**src/hdl/tfv_pkg.sv**
```systemverilog
package tfv_pkg;

  typedef struct packed {
    logic [7:0] char_byte;
    logic       last_byte;
  } tfv_in_t;

  typedef struct packed {
    logic       valid_res;
    logic [1:0] error_code;
  } tfv_out_t;

  localparam logic [1:0] ERR_OK    = 2'd0;
  localparam logic [1:0] ERR_MATCH = 2'd1;
  localparam logic [1:0] ERR_LUHN  = 2'd2;

  localparam logic [3:0] FMT_EMAIL    = 4'd0;
  localparam logic [3:0] FMT_DATETIME = 4'd1;
  localparam logic [3:0] FMT_DATE     = 4'd2;
  localparam logic [3:0] FMT_TIME     = 4'd3;
  localparam logic [3:0] FMT_HOST     = 4'd4;
  localparam logic [3:0] FMT_IPV4     = 4'd5;
  localparam logic [3:0] FMT_IPV6     = 4'd6;
  localparam logic [3:0] FMT_URI      = 4'd7;
  localparam logic [3:0] FMT_UUID     = 4'd8;
  localparam logic [3:0] FMT_DIGITS   = 4'd9;
  localparam logic [3:0] FMT_PHONE    = 4'd10;
  localparam logic [3:0] FMT_CARD     = 4'd11;

  localparam logic [7:0] S_MIN  = 8'd40;
  localparam logic [7:0] S_SEC1 = 8'd41;
  localparam logic [7:0] S_SEC2 = 8'd42;
  localparam logic [7:0] S_SEC  = 8'd43;
  localparam logic [7:0] S_FR0  = 8'd44;
  localparam logic [7:0] S_FR   = 8'd45;
  localparam logic [7:0] S_TZ   = 8'd46;
  localparam logic [7:0] S_END  = 8'd51;

  typedef struct packed {
    logic [7:0] pos;
    logic [8:0] total;
    logic [6:0] run;
    logic [3:0] grp;
    logic [8:0] octet;
    logic [3:0] lev;
    logic [3:0] lod;
    logic       miss;
  } tfv_state_t;

  function automatic logic is_dig(input logic [7:0] c);
    return c >= 8'h30 && c <= 8'h39;
  endfunction
  function automatic logic is_alp(input logic [7:0] c);
    return (c >= 8'h41 && c <= 8'h5A) || (c >= 8'h61 && c <= 8'h7A);
  endfunction
  function automatic logic is_aln(input logic [7:0] c);
    return is_dig(c) || is_alp(c);
  endfunction
  function automatic logic is_hex(input logic [7:0] c);
    return is_dig(c) || (c >= 8'h41 && c <= 8'h46) || (c >= 8'h61 && c <= 8'h66);
  endfunction
  function automatic logic is_spc(input logic [7:0] c);
    return c == 8'h20 || (c >= 8'd9 && c <= 8'd13);
  endfunction

  // Template classes: 0 digit, 1 hex, 2 literal character.
  function automatic logic tpl_match(input logic [1:0] k, input logic [7:0] lit,
                                     input logic [7:0] c);
    case (k)
      2'd0: return is_dig(c);
      2'd1: return is_hex(c);
      default: return c == lit;
    endcase
  endfunction

  function automatic logic dt_match(input logic [7:0] p, input logic [7:0] c);
    case (p)
      8'd4, 8'd7: return c == "-";
      8'd10: return c == "T";
      8'd13, 8'd16: return c == ":";
      default: return is_dig(c);
    endcase
  endfunction

  function automatic logic uuid_match(input logic [7:0] p, input logic [7:0] c);
    case (p)
      8'd8, 8'd13, 8'd18, 8'd23: return tpl_match(2'd2, "-", c);
      default: return tpl_match(2'd1, 8'h00, c);
    endcase
  endfunction

  function automatic logic [3:0] luhn_dbl(input logic [3:0] d);
    case (d)
      4'd0: return 4'd0; 4'd1: return 4'd2; 4'd2: return 4'd4; 4'd3: return 4'd6;
      4'd4: return 4'd8; 4'd5: return 4'd1; 4'd6: return 4'd3; 4'd7: return 4'd5;
      4'd8: return 4'd7; default: return 4'd9;
    endcase
  endfunction

  function automatic logic [3:0] mod10(input logic [4:0] v);
    return (v >= 5'd10) ? 4'(v - 5'd10) : v[3:0];
  endfunction

endpackage

```
**src/hdl/tfv_step.sv**
```systemverilog
module tfv_step (
  input  logic [3:0]          fmt,
  input  logic [7:0]          c,
  input  tfv_pkg::tfv_state_t cur,
  output tfv_pkg::tfv_state_t nxt,
  output logic                acc
);
  import tfv_pkg::*;

  tfv_state_t s;
  logic       ok;
  logic [7:0] p;
  logic [6:0] run_sat;
  logic [11:0] oct_w;
  logic [3:0] dval;
  logic       loc, dom, auth;

  always_comb begin
    s = cur;
    p = cur.pos;
    ok = 1'b0;
    run_sat = (cur.run < 7'd127) ? cur.run + 7'd1 : cur.run;
    dval = c[3:0];
    oct_w = 12'({cur.octet, 3'b000}) + 12'({cur.octet, 1'b0}) + 12'(dval);
    loc = is_aln(c) || c == "." || c == "_" || c == "%" || c == "+" || c == "-";
    dom = is_aln(c) || c == "." || c == "-";
    auth = !is_spc(c) && c != "/";
    if (cur.total < 9'd511) s.total = cur.total + 9'd1;
    case (fmt)
      FMT_EMAIL: begin
        case (p)
          8'd0: begin ok = loc; s.pos = 8'd1; end
          8'd1: begin
            if (c == "@") begin ok = 1'b1; s.pos = 8'd2; end
            else ok = loc;
          end
          8'd2: begin ok = dom; s.pos = 8'd3; s.grp = 4'd0; s.run = 7'd0; end
          8'd3: begin
            ok = dom;
            if (c == ".") begin s.grp = 4'd1; s.run = 7'd0; end
            else if (is_alp(c)) s.run = run_sat;
            else s.grp = 4'd0;
          end
          default: ok = 1'b0;
        endcase
      end
      FMT_DATE: begin
        ok = p < 8'd10 && dt_match(p, c);
        s.pos = p + 8'd1;
      end
      FMT_UUID: begin
        ok = p < 8'd36 && uuid_match(p, c);
        s.pos = p + 8'd1;
      end
      FMT_DATETIME, FMT_TIME: begin
        if ((fmt == FMT_DATETIME && p < 8'd19) || (fmt == FMT_TIME && p < 8'd5)) begin
          ok = (fmt == FMT_DATETIME) ? dt_match(p, c) : dt_match(p + 8'd11, c);
          if (fmt == FMT_DATETIME && p == 8'd18) s.pos = S_SEC;
          else if (fmt == FMT_TIME && p == 8'd4) s.pos = S_MIN;
          else s.pos = p + 8'd1;
        end else if (p >= S_TZ && p < S_END) begin
          ok = (p == S_TZ + 8'd2) ? (c == ":") : is_dig(c);
          s.pos = p + 8'd1;
        end else begin
          case (p)
            S_MIN, S_SEC, S_FR: begin
              ok = 1'b1;
              if (p == S_MIN && c == ":") s.pos = S_SEC1;
              else if (p == S_SEC && c == ".") s.pos = S_FR0;
              else if (p == S_FR && is_dig(c)) s.pos = S_FR;
              else if (c == "Z") s.pos = S_END;
              else if (c == "+" || c == "-") s.pos = S_TZ;
              else ok = 1'b0;
            end
            S_SEC1: begin ok = is_dig(c); s.pos = S_SEC2; end
            S_SEC2: begin ok = is_dig(c); s.pos = S_SEC; end
            S_FR0: begin ok = is_dig(c); s.pos = S_FR; end
            default: ok = 1'b0;
          endcase
        end
      end
      FMT_HOST: begin
        if (c == ".") begin
          ok = p == 8'd1 && cur.grp == 4'd0;
          s.pos = 8'd0; s.run = 7'd0;
        end else begin
          ok = (is_aln(c) || c == "-") && !(c == "-" && p == 8'd0) && run_sat <= 7'd63;
          s.run = run_sat; s.pos = 8'd1; s.grp = {3'd0, c == "-"};
        end
      end
      FMT_IPV4: begin
        if (c == ".") begin
          ok = cur.run != 7'd0 && cur.grp < 4'd3;
          s.grp = cur.grp + 4'd1; s.run = 7'd0; s.octet = 9'd0;
        end else begin
          ok = is_dig(c) && cur.run < 7'd3 && oct_w <= 12'd255;
          s.octet = oct_w[8:0]; s.run = cur.run + 7'd1;
        end
      end
      FMT_IPV6: begin
        if (p == 8'd0) begin
          if (c == ":") begin ok = 1'b1; s.pos = 8'd2; end
          else begin ok = is_hex(c); s.pos = 8'd1; s.run = 7'd1; end
        end else if (p == 8'd2) begin
          ok = c == ":"; s.pos = 8'd3;
        end else if (p == 8'd1 || p == 8'd3) begin
          if (is_hex(c)) begin
            ok = cur.run < 7'd4; s.run = cur.run + 7'd1;
          end else if (c != ":") begin
            ok = 1'b0;
          end else if (cur.run == 7'd0) begin
            ok = !(p == 8'd1 && cur.grp != 4'd7); s.pos = 8'd4;
          end else begin
            ok = cur.grp < ((p == 8'd1) ? 4'd7 : 4'd5);
            s.grp = cur.grp + 4'd1; s.run = 7'd0;
          end
        end else ok = 1'b0;
      end
      FMT_URI: begin
        case (p)
          8'd0: begin ok = is_alp(c); s.pos = 8'd1; end
          8'd1: begin
            if (c == ":") begin ok = 1'b1; s.pos = 8'd2; end
            else ok = is_aln(c) || c == "+" || c == "-" || c == ".";
          end
          8'd2: begin ok = c == "/"; s.pos = 8'd3; end
          8'd3: begin
            if (c == "/") begin ok = 1'b1; s.pos = 8'd4; end
            else begin ok = auth; s.pos = 8'd5; end
          end
          8'd4: begin ok = auth; s.pos = 8'd5; end
          8'd5: begin
            if (c == "/") begin ok = 1'b1; s.pos = 8'd6; end
            else ok = auth;
          end
          8'd6: ok = !is_spc(c);
          default: ok = 1'b0;
        endcase
      end
      FMT_DIGITS: ok = is_dig(c);
      FMT_PHONE: ok = is_dig(c) || is_spc(c) || c == "+" || c == "-" || c == "(" || c == ")";
      FMT_CARD: begin
        ok = is_dig(c);
        s.lev = mod10(5'(cur.lod) + 5'(dval));
        s.lod = mod10(5'(cur.lev) + 5'(luhn_dbl(dval)));
      end
      default: ok = 1'b0;
    endcase
    nxt = cur;
    nxt.total = s.total;
    if (!cur.miss) begin
      if (ok) nxt = s;
      else nxt.miss = 1'b1;
    end
    p = nxt.pos;
    case (fmt)
      FMT_EMAIL: acc = p == 8'd3 && nxt.grp == 4'd1 && nxt.run >= 7'd2;
      FMT_DATETIME: acc = p == S_END;
      FMT_DATE: acc = p == 8'd10;
      FMT_TIME: acc = p == S_MIN || p == S_SEC || p == S_FR || p == S_END;
      FMT_HOST: acc = p == 8'd1 && nxt.grp == 4'd0 && nxt.total <= 9'd253;
      FMT_IPV4: acc = nxt.grp == 4'd3 && nxt.run >= 7'd1;
      FMT_IPV6: acc = p == 8'd4 || ((p == 8'd1 || p == 8'd3) && nxt.run >= 7'd1
                      && (p == 8'd3 || nxt.grp == 4'd7));
      FMT_URI: acc = p == 8'd5 || p == 8'd6;
      FMT_UUID: acc = p == 8'd36;
      FMT_DIGITS, FMT_PHONE: acc = 1'b1;
      FMT_CARD: acc = nxt.total >= 9'd13 && nxt.total <= 9'd19;
      default: acc = 1'b0;
    endcase
  end
endmodule

```
**src/hdl/text_format_validator.sv**
```systemverilog
// Text format validator.
// The input channel carries one character per beat with a last-byte mark.
// Each beat is registered, then checked against the selected format by one
// level of recognizer logic that updates the running string state.
// The beat that carries the last byte yields one result beat: valid_res and
// error_code. Other beats yield nothing.
// Each beat passes the input register; a last byte's result then passes the
// output register. One beat is accepted every cycle while in_stall is low.
// in_stall rises only while a result waits in the output register and the
// receiver stalls with a last byte also held in the input register.
// The user writes the format register via cfg_we and cfg_data only while the
// block is idle (not enforced here); a write clears any string in progress.
// Reset selects the email format and clears all string state and valid flags.
module text_format_validator (
  input  logic             clk,
  input  logic             rst_n,
  input  logic             in_valid,
  output logic             in_stall,
  input  tfv_pkg::tfv_in_t in_data,
  output logic             out_valid,
  input  logic             out_stall,
  output tfv_pkg::tfv_out_t out_data,
  input  logic             cfg_we,
  input  logic [3:0]       cfg_data
);
  import tfv_pkg::*;

  logic [3:0] fmt_r;
  tfv_in_t    ib_r;
  logic       iv_r;
  tfv_state_t st_r, st_nxt;
  logic       acc;
  logic       adv;
  tfv_out_t   res;

  tfv_step u_step (.fmt(fmt_r), .c(ib_r.char_byte), .cur(st_r), .nxt(st_nxt), .acc(acc));

  assign adv = iv_r && !(ib_r.last_byte && out_valid && out_stall);
  assign in_stall = iv_r && !adv;

  always_comb begin
    if (st_nxt.miss || !acc) res = '{1'b0, ERR_MATCH};
    else if (fmt_r == FMT_CARD && st_nxt.lev != 4'd0) res = '{1'b0, ERR_LUHN};
    else res = '{1'b1, ERR_OK};
  end

  always_ff @(posedge clk) begin
    if (!rst_n) begin
      fmt_r <= FMT_EMAIL;
      iv_r <= 1'b0;
      out_valid <= 1'b0;
      st_r <= '0;
    end else begin
      if (cfg_we) begin
        fmt_r <= cfg_data;
        st_r <= '0;
      end else if (adv) begin
        st_r <= ib_r.last_byte ? '0 : st_nxt;
      end
      if (in_valid && !in_stall) begin
        iv_r <= 1'b1;
        ib_r <= in_data;
      end else if (adv) iv_r <= 1'b0;
      if (adv && ib_r.last_byte) begin
        out_valid <= 1'b1;
        out_data <= res;
      end else if (!out_stall) out_valid <= 1'b0;
    end
  end
endmodule

```
**config.mk**
```make
export PLATFORM = sky130hd
export DESIGN_NAME = text_format_validator
export DESIGN_NICKNAME = d
export VERILOG_FILES = /design/src/hdl/tfv_pkg.sv /design/src/hdl/tfv_step.sv /design/src/hdl/text_format_validator.sv
export SDC_FILE = /design/constraint.sdc
export NUM_CORES = 1
export LEC_CHECK = 0
export BUFFER_PORTS_ARGS = -buffer_cell sky130_fd_sc_hd__buf_2
export CORE_MARGIN = 3
export CORE_UTILIZATION = 52
export CTS_CLUSTER_SIZE = 40
export DETAILED_ROUTE_END_ITERATION = 7
export GPL_ROUTABILITY_DRIVEN = 0
export PLACE_DENSITY = 0.71
export SYNTH_ARGS = -nofsm -noshare
export SYNTH_HDL_FRONTEND = slang
export SYNTH_SLANG_ARGS = --single-unit
```
**constraint.sdc**
```tcl
create_clock -name clk -period 4.9 [get_ports clk]
set_input_delay 0.98 -clock clk [delete_from_list [all_inputs] [get_ports clk]]
set_output_delay 0.98 -clock clk [all_outputs]
set_load 0.005 [all_outputs]
```
* Yosys cells after proc, flatten, opt, wreduce, memory -nomap -nowiden
Memories as Yosys holds them, arrays and structs flattened. A register that Yosys moved wholly into a read port is not among the register bits.
Index checks and enable logic that the tools add are counted.
** Cells by class
- Add/subtract/negate cells :: 11
- Reductions and logical operators :: 107
- Eq/ne operators :: 68
- Bitwise logic cells :: 1
- Multiplexer cells :: 93
- Magnitude comparators :: 31
** Operators with widths (number)
- == test 8 x 6 -> 1 bit, second input constant :: 21
- 2-to-1 mux 8 bit :: 19
- case mux 8 bit (6 select lines) :: 2
- 2-to-1 mux 46 bit :: 2
- == test 8 x 3 -> 1 bit, second input constant :: 9
- 2-to-1 mux 11 bit :: 5
- 2-to-1 mux 7 bit :: 7
- == test 8 x 4 -> 1 bit, second input constant :: 6
- 2-to-1 mux 45 bit :: 1
- case mux 11 bit (4 select lines) :: 1
- logical AND 1 bit :: 40
- 2-to-1 mux 4 bit :: 9
- == test 8 x 5 -> 1 bit, second input constant :: 4
- == test 8 x 7 -> 1 bit, second input constant :: 4
- <= comparator 8 x 7 -> 1 bit, second input constant :: 4
- case mux 8 bit (4 select lines) :: 1
- logical OR 1 bit :: 31
- 2-to-1 mux 1 bit :: 31
- 2-to-1 mux 9 bit :: 3
- == test 8 x 2 -> 1 bit, second input constant :: 3
- case mux 8 bit (3 select lines) :: 1
- case mux 11 bit (2 select lines) :: 1
- OR reduction 2 bit :: 11
- == test 4 x 3 -> 1 bit, second input constant :: 5
- other kinds (59) :: 90
** Word-level totals
- Register bits :: 64
- Bits of input ports :: 18
- Output and inout port bits :: 5
- Memories :: 1
- Memory bits (read-only) :: 64
- Word-level logic and storage cells :: 327
** Memories
- (name not given) :: words 16, width 4, rd ports 1, clocked after Yosys merged registers in 1, wr ports 0, RTL line tfv_pkg.sv:93 : case (d)

* Logic depth before layout (Yosys ltp)
- Word-level depth :: 22
- Mapped depth :: 22
- Depth with buffers taken out :: 18

* Cells and area by module
A second synthesis with hierarchy kept.
** Second synthesis, totals
- Cell total of the unflattened synthesis :: 982
- Area, all modules :: 7556.0 sq um
** By module, submodules not included
- tfv_step :: sequential area each 0.0 sq um, cells each 836, area an instance 5440.2 sq um, instances 1
- text_format_validator :: sequential area each 1401.3 sq um, cells each 146, area an instance 2115.8 sq um, instances 1

* Worst setup path after synthesis
OpenSTA, ideal clock, no wires.
- Kind :: reg2reg
- Start :: register st_r[39] (netlist name)
- End :: register out_data[0] (netlist name) (data pin)
- Buffers on the path :: 4
- Stages on the path, launching flop included :: 19
- Setup time :: 255 ps
- Data required time :: 4645 ps
- Setup slack :: 165 ps
- Data arrival time :: 4480 ps
- Period minus slack after synthesis :: 4735 ps
- Path through :: dfxtp_1 > clkbuf_1 > clkbuf_1 > inv_1 > ha_1 > clkbuf_1 > or2_2 > or2_2 > o2111a_1 > nand2_1 > a21oi_1 > or4_1 > buf_2 > nor3_4 > o21ai_2 > and2_4 > or4b_1 > a211o_1 > and3_1
** On the way
- Word-level cells in the longest chain between the ends :: 20
- Elaborated cells on any way between the ends :: 152
- Classes of those cells :: add/sub: 2; order compare: 9; eq/ne: 39; mux: 56; reduce/logical: 46
** RTL lines
- start, declared :: RTL line text_format_validator.sv:31 : tfv_state_t st_r, st_nxt;
- start signal, assigned :: RTL line text_format_validator.sv:58 : st_r <= ib_r.last_byte ? '0 : st_nxt;
- == test 8 x 1 -> 1 bit
- 2-to-1 mux 2 bit or logical AND 1 bit (tied branches) :: RTL line tfv_step.sv:114, tfv_step.sv:112
- < comparator 4 bit or zero test 1 bit (tied branches) :: RTL line tfv_step.sv:114, tfv_step.sv:112
- 2-to-1 mux 1 bit :: RTL line tfv_step.sv:111 : end else if (cur.run == 7'd0) begin
- 2-to-1 mux 1 bit :: RTL line tfv_step.sv:109 : end else if (c != ":") begin
- 2-to-1 mux 1 bit :: RTL line tfv_step.sv:107 : if (is_hex(c)) begin
- 2-to-1 mux 1 bit :: RTL line tfv_step.sv:106 : end else if (p == 8'd1 || p == 8'd3) begin
- 2-to-1 mux 1 bit :: RTL line tfv_step.sv:104 : end else if (p == 8'd2) begin
- 2-to-1 mux 1 bit :: RTL line tfv_step.sv:101 : if (p == 8'd0) begin
- case mux 1 bit (10 select lines) :: RTL line tfv_step.sv:29 : case (fmt)
- 2-to-1 mux 45 bit :: RTL line tfv_step.sv:152 : if (ok) nxt = s;
- 2-to-1 mux 46 bit * :: RTL line tfv_step.sv:151 : if (!cur.miss) begin
- parallel branches: the longest is 7 deep, another holds >= comparator 7 x 1 -> 1 bit
- logical OR 1 bit * :: RTL line text_format_validator.sv:42 : if (st_nxt.miss || !acc) res = '{1'b0, ERR_MATCH};
- end signal, assigned :: RTL line text_format_validator.sv:66 : out_data <= res;
- end, declared :: RTL line text_format_validator.sv:22 : output tfv_pkg::tfv_out_t out_data,
Mark *: on every way between the ends. The select of a mux whose other input is x is not followed.
A chain may end at the register's enable or synchronous reset.

* Worst setup path in the final report
- Start :: register ib_r[4] (netlist name)
- End :: register out_data[0] (netlist name) (data pin)
** On the way
- Word-level cells in the longest chain between the ends :: 22
- Elaborated cells on any way between the ends :: 172
- Classes of those cells :: add/sub: 1; order compare: 13; eq/ne: 29; mux: 72; reduce/logical: 57
** RTL lines
- start, declared :: RTL line text_format_validator.sv:29 : tfv_in_t ib_r;
- start signal, assigned :: RTL line text_format_validator.sv:62 : ib_r <= in_data;
- parallel branches: the longest is 13 deep, another holds adder 12 x 4 -> 12 bit
- 2-to-1 mux 46 bit * :: RTL line tfv_step.sv:151
- parallel branches: the longest is 7 deep, another holds >= comparator 7 x 1 -> 1 bit
- logical OR 1 bit * :: RTL line text_format_validator.sv:42
Marks and branches as above.

==> results.md <==
* Antenna violations before repair at 0
* Core Area at 15300 µm²
* Post-Route Setup TNS at 0 ns
* Post-Layout Cell Count at about 1300
* Root buffer cell: clkbuf_16
* Crit end category: flop
* Period utilization at a little over nine tenths
* Leakage at 3.40 nW
* Overall power at about 1.6 mW
* Synth Area per Inst at around 7.4 µm²
* Worst Setup Start Kind: flop
* Clock-pin transition on the worst setup and hold timing paths at around 0.060 ns
* 1st-iter DRT viols at roughly 1300
* Net Count, Synth at 1164
* Avg WL per Cell at between 20 and 25 µm
* Crit-path max FO at 6
* Clock Sinks at approximately 70
* Synth area leader: dfxtp_1
* Ys async rst share at 0%
* Status: finished, final reports clean
* Max Slew Vio Count at 0
* Crit path DAT at roughly 4.8 ns
* Die area at around 17000 µm²
* Largest net degree at the start of global routing at 45
* Critical path class: reg -> reg
* CTS tree: done
* Vias at just over 9000
* Count leader, synth: nor2_1
* Worst Path Required at 5.00 ns
* Grt total ovfl at 0
* Post-route ant nets at 0
* Placed cells at roughly 1300
* Synth top area share at 13.8%
* MaxCap Viol Count at 0
* Worst-margin pin slew at between 0.9 and 1 ns
* Ports at 23
* Worst Path Buf+Inv at 3
* Hold violation count in the final report at 0
* DP HPWL at between 20 and 25 mm
* Global-route usage over all layers at 31.9%
* Cell Rows at 45
* Num CTS Buffers at 9
* Residual DRC at 0
* Crit path time final at roughly 4.7 ns
* Port bufs at 22
* Pre-CTS setup slack at around 0.13 ns
* Max_slew headroom at between 30% and 40%
* Kind of cell adding the most delay to the critical path: simple AND/OR/NAND/NOR gates
* Pre-antenna DRT Iters at 6
* Cell variety after synth at 99
* Synth Flop Type: dfxtp_1
* Die Width at 131 µm
* Post-Route Skew at between 0.01 and 0.015 ns
* Yosys warns at 0
* Critical path's slowest cell: fa_1
* Ant. Diodes at 0
* #FFs+latches synth at 68
* Power density over cell area at roughly 170 nW/µm²
* Commonest cells post-synth: nor2_1, a21oi_1, nand2_1
* WL final at ~28 mm
* First-pass GRT wire length at roughly 44 mm
* Vias per std cell at roughly 6.9
* Gate Count Post-Synth at 1102
* Post-synthesis sequential area ratio at 18.2%
* Die H at 131 µm
* Fin worst setup slack at 0.186 ns
* Ratio of cells with drive above 1 in the final layout at about 15%
* Clk Latency, worst-skew pair at 0.35 ns
* H-tree depth at 3
* Max Clock Freq at ~210 MHz
* Final design utilization at roughly 59%
* Critical-path cell list: inv_2 > fa_1 > inv_2 > ha_4 > a211oi_2 > nor2_1 > a221oi_2 > mux2i_2 > nor4_2 > or4_1 > buf_4 > o31a_1 > nor4_2 > a31oi_1 > or4b_1 > a211o_1 > and3_1
* Longest Clk Path Bufs at 2
* Starting Density at 53.2%
* EDFF count, synth at 12
* Worst path max stage delay at around 0.55 ns
* Cell Area, Synth at approximately 8000 µm²
* HP Class: reg -> reg
* Area contributors post-synth: dfxtp_1, ha_1, nor2_1
* Nets at around 1200
* Maximum VDD drop at approximately 0.18 mV
* Area Growth Syn to Fin at 11.5%
* # setup viols final at 0
* Vias in the first global route at 8378
-- worst min-delay path, stage by stage (launching register included) --
cell and delay (ns):
dfxtp_1 0.33, nand2_1 0.06, a21oi_1 0.05
-- report_power, final --
| part | switching, mW | total (mW) | internal, mW | leakage, nW |
|---|---|---|---|---|
| Clock | 0.279 | 0.680 | 0.401 | 0.147 |
| Sequential | 0.0136 | 0.593 | 0.579 | 0.559 |
| Combinational | 0.178 | 0.288 | 0.109 | 2.69 |
-- logic make-up after synthesis --
| logic type | Yosys count | synth area share [%] |
|---|---|---|
| mux | 23 | 2.87 |
| buf+inv | 118 | 6.02 |
| flops | 68 | 18.2 |
| simple gates | 466 | 31.4 |
| xor+xnor | 25 | 2.70 |
| compound gates | 358 | 31.6 |
| fa+ha+maj | 44 | 7.15 |
-- registers in the layout, summed over array words and instances (netlist names), named ones only --
register / flops
ib_r: 9
out_data: 3
out_valid: 1
st_r: 46
iv_r: 1
fmt_r: 4
-- path summary, 6_finish.rpt --
path | end | startpoint | depth (start not counted) | slack [ns]
max reg2reg | out_data[0]$_SDFFCE_PP1P_ | ib_r[4]$_DFFE_PP_ | 17 | 0.19
min reg2reg | st_r[11]$_SDFFE_PP0P_ | st_r[11]$_SDFFE_PP0P_ | 2 | 0.48
max | out_data[0]$_SDFFCE_PP1P_ | ib_r[4]$_DFFE_PP_ | 17 | 0.19
min | st_r[11]$_SDFFE_PP0P_ | st_r[11]$_SDFFE_PP0P_ | 2 | 0.48
-- cell usage in the layout, fill, tap and decap left out, types with 19 or more instances in the layout --
cell / n
and3_1: 19
a31oi_1: 19
o21ai_0: 51
nand3_1: 41
o211ai_1: 19
nand2_1: 69
buf_2: 22
nor2_1: 114
mux2i_1: 20
nor3_1: 45
ha_1: 39
a21oi_1: 79
inv_1: 34
buf_4: 69
a22oi_1: 26
nand4_1: 21
dfxtp_1: 56
-- through the flow --
step / hold slack [ns] / cell area [µm²]
finish: 0.478 / 9050
global route: 0.508 / 9050
detailed placement: 0.477 / 8650
global placement: 0.467 / 8650
CTS: 0.485 / 8960
floorplan: 0.449 / 8120
-- what timing repair did --
item | in CTS | in global routing
hold buffers | 0 | 0
setup buffers | 0 | 4
resized for setup | 0 | 15
setup endpoints to repair | 0 | 3
-- cell type report --
type | count | area (µm²)
Multi-Input combinational cell | 916 | 6220
Sequential cell | 68 | 1480
Inverter | 36 | 135
Timing Repair Buffer | 92 | 648
Clock buffer | 9 | 225
Tap cell | 211 | 264
Fill cell | 1425 | 6200
Clock inverter | 7 | 81.3
-- routing by layer --
| metal | vias up | track usage [%] | wire length (µm) |
|---|---|---|---|
| met5 | - | 0 | 0 |
| met4 | 0 | 14.7 | 1300 |
| met3 | 136 | 6.18 | 2980 |
| met2 | 620 | 49.6 | 12300 |
| met1 | 4269 | 42.7 | 11100 |
| li1 | 4275 | - | - |
Note: power is estimated with default switching activity, not from simulation.
